### src/design/mrrc_pkg.sv
package mrrc_pkg;

  localparam int MaxRegs = 16;
  localparam int IdxW    = $clog2(MaxRegs);
  localparam int CntW    = 5;

  localparam logic [7:0]  FuncReadHolding = 8'h03;
  localparam logic [15:0] CrcInit         = 16'hFFFF;
  localparam logic [15:0] CrcPoly         = 16'hA001;

  // Result status codes
  localparam logic [2:0] StOk       = 3'd0;
  localparam logic [2:0] StBadLen   = 3'd1;
  localparam logic [2:0] StBadFunc  = 3'd2;
  localparam logic [2:0] StBadCount = 3'd3;
  localparam logic [2:0] StBadCrc   = 3'd4;

  // Control from the sequencer to the CRC unit
  typedef struct packed {
    logic       start;
    logic       clear;
    logic [7:0] data;
  } crc_ctrl_t;

  // Clamp the configured register count into 1..MaxRegs
  function automatic logic [CntW-1:0] eff_count(input logic [CntW-1:0] raw);
    logic [CntW-1:0] res;
    if (raw == '0) begin
      res = CntW'(1);
    end else if (raw > CntW'(MaxRegs)) begin
      res = CntW'(MaxRegs);
    end else begin
      res = raw;
    end
    return res;
  endfunction

  // One reflected CRC-16 bit step
  function automatic logic [15:0] crc_shift(input logic [15:0] c);
    logic [15:0] res;
    res = c[0] ? ((c >> 1) ^ CrcPoly) : (c >> 1);
    return res;
  endfunction

endpackage

### src/design/mrrc_crc_unit.sv
module mrrc_crc_unit (
  input  logic                clk_i,
  input  logic                rst_ni,
  input  mrrc_pkg::crc_ctrl_t ctrl_i,
  output logic                busy_o,
  output logic [15:0]         crc_o
);

  logic [15:0] crc_q, crc_d;
  logic [2:0]  cnt_q, cnt_d;
  logic        busy_q, busy_d;

  // Fold in one byte with its first shift, then shift one bit per cycle until all eight bits are done
  always_comb begin
    crc_d  = crc_q;
    cnt_d  = cnt_q;
    busy_d = busy_q;
    if (ctrl_i.clear) begin
      crc_d  = mrrc_pkg::CrcInit;
      busy_d = 1'b0;
    end else if (ctrl_i.start) begin
      crc_d  = mrrc_pkg::crc_shift(crc_q ^ {8'h00, ctrl_i.data});
      cnt_d  = 3'd7;
      busy_d = 1'b1;
    end else if (busy_q) begin
      crc_d  = mrrc_pkg::crc_shift(crc_q);
      cnt_d  = cnt_q - 3'd1;
      busy_d = (cnt_q != 3'd1);
    end
  end

  always_ff @(posedge clk_i or negedge rst_ni) begin
    if (!rst_ni) begin
      crc_q  <= mrrc_pkg::CrcInit;
      cnt_q  <= '0;
      busy_q <= 1'b0;
    end else begin
      crc_q  <= crc_d;
      cnt_q  <= cnt_d;
      busy_q <= busy_d;
    end
  end

  assign busy_o = busy_q;
  assign crc_o  = crc_q;

endmodule

### config.mk
export PLATFORM = sky130hd
export DESIGN_NAME = mrrc_crc_unit
export DESIGN_NICKNAME = d
export VERILOG_FILES = /design/src/design/mrrc_pkg.sv /design/src/design/mrrc_crc_unit.sv
export SDC_FILE = /design/constraint.sdc
export NUM_CORES = 1
export LEC_CHECK = 0
export BUFFER_PORTS_ARGS = -buffer_cell sky130_fd_sc_hd__buf_2
export CORE_AREA = 4 4 50 70
export DETAILED_ROUTE_END_ITERATION = 8
export DIE_AREA = 0 0 54 74
export SLEW_MARGIN = 20
export SYNTH_ARGS = -nofsm -noshare
export SYNTH_HDL_FRONTEND = slang
export SYNTH_SLANG_ARGS = --single-unit
### constraint.sdc
create_clock -name clk_i -period 2 [get_ports clk_i]
set_input_delay 0.3 -clock clk_i [delete_from_list [all_inputs] [get_ports clk_i]]
set_output_delay 0.3 -clock clk_i [all_outputs]
set_load 0.005 [all_outputs]
==> out/metrics.csv, run 1 <==
metric;value;unit
Pwr Total;0.001057;W
DR iter-0 viols;13;
post_cts resized;0;
Sw Ratio;28.76;%
Startpoint Class;register;
CP max FO;20;
DRC;0;
GRT overflow;0;
post-synthesis cell count;107;
core area;0.002849;mm^2
CP max-delay cell;dfrtp_1;
top cell type's share of synthesized area;37.67;%
CTS clk-pin slew, worst paths;70;ps
first-pass GRT wire length;3.581;mm
Int Power;0.0007527;W
synth-to-layout area growth;17.49;%
fillers;274;
IO Count;29;
RSZ-0062 raised after global routing;false;
Comb pwr share;23.3;%
diode count;0;
Clock Latency Late Sink;260;ps
multi-input logic area;530.5;um^2
pre-CTS WS;486.8;ps
max-cap violations;0;
Yosys Warn Count;0;
asr flop ratio synth;100.0;%
DIE HEIGHT;74;um
Syn Nets;121;
CTS Buf Count;3;
Hold Crit Class;in2reg;
CTS max path bufs;2;
via count;835;
GP Congestion;0.7336;
CTS tree;yes;
ratio of cells with drive above 1 in the final layout;36.84;%
CTS root buf;clkbuf_8;
Reg area;520.5;um^2
Worst Hold Launch;ctrl_i[0];
setup violators final;0;
slowest stage delay, CP;730;ps
CTS Sinks;20;
relative slew slack;59.72;%
Seq pwr share;50.8;%
GRT Total Usage;12.30;%
initial core utilization;39.17;%
number of H-tree levels;1;
post-route core utilization;46.03;%
post-DR vias/cell;4.912;
crit path DAT;1210;ps
maximum vdd drop;0.4478;mV
post-synthesis sequential area ratio;46.64;%
Seq cells post-synth;20;
worst endpoint required time;1700;ps
PD cells;805.7;mW/mm^2
P_leak;0.5372;nW
row count;23;
Area contributors post-synth;dfstp_2 (38%), dfrtp_1 (9.0%), nor2b_1 (7.3%);
count leader, synth;dfstp_2;
Max Slew Vio Count;0;
worst r2r src;busy_o;
Synth cell types;30;
Total Nets Final;148;
crit path kind;reg2out;
fin crit period;1514;ps
die width;54;um
Buf+Inv Stages, Crit Path;1;
Clk pwr share;25.9;%
setup TNS;0;ps
Max Clock Freq;0.6603;GHz
drt pass-1 iters;4;
Die Area;0.003996;mm^2
Least-Margin Pin Slew;604.1;ps
Tcrit/Tclk final;75.72;%
Antenna Nets Post-Route;0;
vias in the first global route;786;
mapped cell area;0.001116;mm^2
HPWL after DPL;1.456;mm
met2 wire len;1.038;mm
family with the most delay on the worst path;flip-flops;
commonest cells in the netlist;dfstp_2 (16), nor2b_1 (13), a21oi_1 (11);
final hold vios;0;
Port Buffers;28;
initial antenna violation count;0;
syn_area_per_cell;10.43;um^2
Final WS setup;485.6;ps
setup bufs post-CTS;0;
Post-synth EDFFs;0;
largest net degree at the start of global routing;24;
hold_ws;336.1;ps
outcome;completed;
critical-path cell list;buf_2;
Routed met3 length;109;um
uppermost layer routed;met4;
worst setup path startpoint;busy_o;
met1 WL;944;um
skew final;6.764;ps
Worst Setup End Kind;output pin;
net load switching power;0.0003038;W
Yosys top cell by area;dfstp_2;
WL/cell;12.51;um
total wire length;2.127;mm
Top FF cell, synth;dfstp_2;
kinds of logic (layout without fill, tap and decap cells):
group                    count (synthesis)  in the layout  share of synthesized area [%]
adder cells (fa/ha/maj)                  2              2                          2.242
AO/OA/AOI/OAI                           32             32                          20.07
XOR/XNOR                                 9              9                          8.408
AND/OR/NAND/NOR                         32             32                          16.82
buffers and inverters                   12             38                          5.829
flip-flops                              20             20                          46.64
state kept, by name, summed over array words and instances, names as in the netlist:
| register | flops |
|---|---|
| crc_o | 16 |
| cnt_q | 3 |
| busy_o | 1 |
worst min-delay path, cell delays in order:
cell and delay, ps:
buf_2 120, nand3_1 70, o211ai_1 90
worst paths after layout:
path                             end  slack, ps  depth (start not counted)
setup / recovery              busy_o        490                          1
hold / removal             crc_o[13]        340                          3
setup reg to reg            cnt_q[2]        510                          4
hold reg to reg             cnt_q[0]        520                          1
max in group asynchronous   crc_o[3]       1150                          2
min in group asynchronous   cnt_q[0]        510                          2
layer usage:
layer	GRT usage, %	up-vias
met5	0	-
met4	7.479	0
met3	2.405	4
met2	19.54	20
met1	15.09	392
li1	-	419
stage by stage:
step / instance area [um^2] / cells
2_1_floorplan: 1116 / 107
3_3_place_gp: 1256 / 165
3_5_place_dp: 1256 / 165
4_1_cts: 1311 / 170
5_1_grt: 1311 / 170
6_report: 1311 / 170
area by class of cell:
type	instances	share of cell area (%)
well taps	37	3.531
multi-input cells	75	40.46
inverters	5	1.431
clock buffers	4	3.435
repair buffers	29	11.45
flip-flops and latches	20	39.69
cells in the final DEF, fill, tap and decap left out, types with 4 or more instances in the layout:
cell type  netlist  final
dfstp_2         16     16
or2_1            6      6
a211o_1          7      7
nor2b_1         13     13
buf_2            1     28
xnor2_1          7      7
nand2_1          4      4
dfrtp_1          4      4
inv_1            5      5
a211oi_1         6      6
a21oi_1         11     11
repair_timing:
| item | in CTS | in global routing |
|---|---|---|
| hold buffers | 1 | 0 |
| endpoints found under the hold margin | 4 | 0 |
| endpoints found under the setup margin | 0 | 0 |
power groups by stage:
stage | Clock, W | Combinational (W) | Sequential, W
after floorplan | 0 | 0.000183 | 0.000531
after global placement | 0 | 0.000243 | 0.000541
after detailed placement | 0 | 0.000247 | 0.000545
after CTS | 0.000289 | 0.000251 | 0.000538
after global routing | 0.000301 | 0.000286 | 0.000548
final | 0.000274 | 0.000246 | 0.000537
Note: power is estimated with default switching activity, not from simulation.
==> run 2, diff against run 1 <==
--- a/config.mk
+++ b/config.mk
@@ -5,10 +5,11 @@
 export SDC_FILE = /design/constraint.sdc
 export NUM_CORES = 1
 export LEC_CHECK = 0
+export ABC_AREA = 1
 export BUFFER_PORTS_ARGS = -buffer_cell sky130_fd_sc_hd__buf_2
-export CORE_AREA = 4 4 50 70
+export CORE_AREA = 4 4 48 67
 export DETAILED_ROUTE_END_ITERATION = 8
-export DIE_AREA = 0 0 54 74
+export DIE_AREA = 0 0 52 71
 export SLEW_MARGIN = 20
 export SYNTH_ARGS = -nofsm -noshare
 export SYNTH_HDL_FRONTEND = slang
==> constraint.sdc (replaced) <==
create_clock -name clk_i -period 1.31 [get_ports clk_i]
set_input_delay 0.1965 -clock clk_i [delete_from_list [all_inputs] [get_ports clk_i]]
set_output_delay 0.1965 -clock clk_i [all_outputs]
set_load 0.005 [all_outputs]
==> run 2 against run 1 <==
  * Final cell count increased by 12%
  * Synthesized cell count grew 15%
  * Critical path type unchanged
  * Largest cell class is now sequential cells
  * Non-clock buffer count rose by 2
  * Sequential power is 36% higher
==> out/metrics.csv, run 2 <==
metric;value;unit;change
synth-to-layout area growth;23.51;%;
CTS tree;yes;;
hold buffers post-CTS;1;;unchanged
ratio of cells with drive above 1 in the final layout;34.42;%;-2.4 points
commonest non-fill, non-tap cell in the layout;buf_2;;
max reg flops;16;;unchanged
Clock Latency Late Sink;290;ps;+30 ps
Least-Margin Pin Slew;445.1;ps;-159.0 ps
Clk pwr share;33.1;%;+7.2 points
diode count;0;;unchanged
Syn Nets;137;;+13%
Worst Hold Launch;ctrl_i[6];;
WL/cell;10.99;um;-12%
crit path DAT;1020;ps;-190 ps
GP Congestion;0.7611;;+3.7%
DIE HEIGHT;71;um;-4.1%
syn_area_per_cell;8.352;um^2;-20%
asr flop ratio synth;100.0;%;unchanged
Die Area;0.003692;mm^2;-7.6%
GRT overflow;0;;unchanged
drt pass-1 iters;4;;unchanged
post_cts resized;0;;unchanged
final hold vios;0;;unchanged
number of H-tree levels;1;;unchanged
CTS Buf Count;3;;unchanged
worst r2r src;crc_o[0];;
CP max FO;7;;-65%
setup TNS;0;ps;unchanged
Sw Ratio;25.20;%;-3.6 points
Synth cell types;17;;-43%
Max Clock Freq;0.8245;GHz;
crit path kind;reg2out;;
Int Power;0.001113;W;+48%
Worst Setup End Kind;output pin;;
worst endpoint required time;1110;ps;-590 ps
RSZ-0062 raised after global routing;false;;
PD cells;1173;mW/mm^2;+46%
dpl cells;185;;+12%
Startpoint Class;register;;
setup violators final;0;;unchanged
post-synthesis sequential area ratio;50.67;%;+4.0 points
top cell type's share of synthesized area;40.93;%;+3.3 points
CTS root buf;clkbuf_4;;
initial antenna violation count;0;;unchanged
DR iter-0 viols;24;;+11
net load switching power;0.0003749;W;+23%
row count;22;;-4.3%
Yosys Warn Count;0;;unchanged
Buf+Inv Stages, Crit Path;1;;unchanged
CTS Sinks;20;;unchanged
Antenna Nets Post-Route;0;;unchanged
post-DR vias/cell;4.674;;-4.8%
total wire length;2.088;mm;-1.8%
worst setup path startpoint;crc_o[0];;
Top FF cell, synth;dfstp_2;;
post-synthesis cell count;123;;+15%
Total Nets Final;169;;+14%
maximum vdd drop;0.5949;mV;+33%
setup bufs post-CTS;0;;unchanged
via count;888;;+6.3%
first-pass GRT wire length;3.705;mm;+3.5%
CTS max path bufs;2;;unchanged
Port Buffers;28;;unchanged
critical-path cell list;buf_2;;
DRC;0;;unchanged
Tcrit/Tclk final;92.58;%;
relative slew slack;70.33;%;+11 points
IO Count;29;;unchanged
initial core utilization;39.28;%;+0.11 points
fin cells;190;;+12%
Max Slew Vio Count;0;;unchanged
fin crit period;1213;ps;
HPWL after DPL;1.558;mm;+7.0%
GRT Total Usage;12.97;%;+0.67 points
Yosys top cell by area;dfstp_2;;
CTS clk-pin slew, worst paths;110;ps;+40 ps
most frequent cells in the layout;buf_2 (28), inv_1 (25), nand2_1 (23), a21oi_1 (16), dfstp_2 (16);;
Post-synth EDFFs;0;;unchanged
mapped cell area;0.001027;mm^2;-8.0%
count leader, synth;inv_1;;
core area;0.002615;mm^2;-8.2%
Area contributors post-synth;dfstp_2 (41%), dfrtp_1 (9.7%), inv_1 (9.1%);;
outcome;completed;;
skew final;6.459;ps;-0.3045 ps
family with the most delay on the worst path;flip-flops;;
max-cap violations;0;;unchanged
largest net degree at the start of global routing;22;;-8.3%
commonest cells in the netlist;inv_1 (25), nand2_1 (23), a21oi_1 (16), dfstp_2 (16);;
CP max-delay cell;dfstp_2;;
slowest stage delay, CP;600;ps;-130 ps
Seq pwr share;49.3;%;-1.5 points
Comb pwr share;17.6;%;-5.7 points
vias in the first global route;884;;+12%
P_leak;0.6803;nW;+27%
Seq cells post-synth;20;;unchanged
die width;52;um;-3.7%
Hold Crit Class;in2reg;;
-- run 2: path summary, 6_finish.rpt --
kind	end	slack [ps]	cells after the start
worst min-delay path	crc_o[5]	210	4
max in group asynchronous	crc_o[0]	610	2
worst min register to register	crc_o[4]	480	2
worst max register to register	crc_o[13]	160	7
worst max-delay path	crc_o[0]	100	1
min in group asynchronous	cnt_q[1]	370	2
-- run 2: power groups by stage --
stage               combinational [W]  clock [W]  sequential, W
CTS                          0.000265   0.000516       0.000734
finish                       0.000262   0.000493       0.000733
global route                 0.000308   0.000547       0.000745
global placement             0.000258          0       0.000743
detailed placement           0.000261          0       0.000744
floorplan                    0.000161          0       0.000742
-- run 2: per-layer routing --
metal / routed length (um) / global-route usage [%] / up-vias
met3: 117 / 3.158 / 2
li1: - / - / 459
met2: 1023 / 20.70 / 21
met5: 0 / 0 / -
met4: 17 / 4.956 / 0
met1: 930 / 16.60 / 406
-- run 2: area by class of cell --
cell class	instances	area (um^2)
sequential	20	520.5
inverter	26	97.59
multi-input combinational	73	375.4
timing repair buffer	31	177.7
fill	257	1346
clock inverter	1	30.03
tap	36	45.04
clock buffer	3	22.52
-- run 2: logic make-up (layout without fill, tap and decap cells) --
family	Yosys count	in the layout	share of synthesized area [%]
flip-flops	20	20	50.67
AND/OR/NAND/NOR	36	36	15.10
adder cells (fa/ha/maj)	2	2	2.436
buffers and inverters	30	61	12.79
AO/OA/AOI/OAI	35	35	19.00
-- run 2: metrics by stage --
stage	hold slack [ps]	worst slack [ps]	util [%]	cell area, um^2	total power (W)
after floorplan	-99.09	240.1	-	1027	0.0009030
after global placement	163.9	188.7	46.12	1206	0.001001
after detailed placement	163.8	163.6	46.12	1206	0.001004
after CTS	195.0	77.04	48.52	1269	0.001514
after global routing	187.4	19.76	48.52	1269	0.001600
final	208.2	97.21	48.52	1269	0.001488
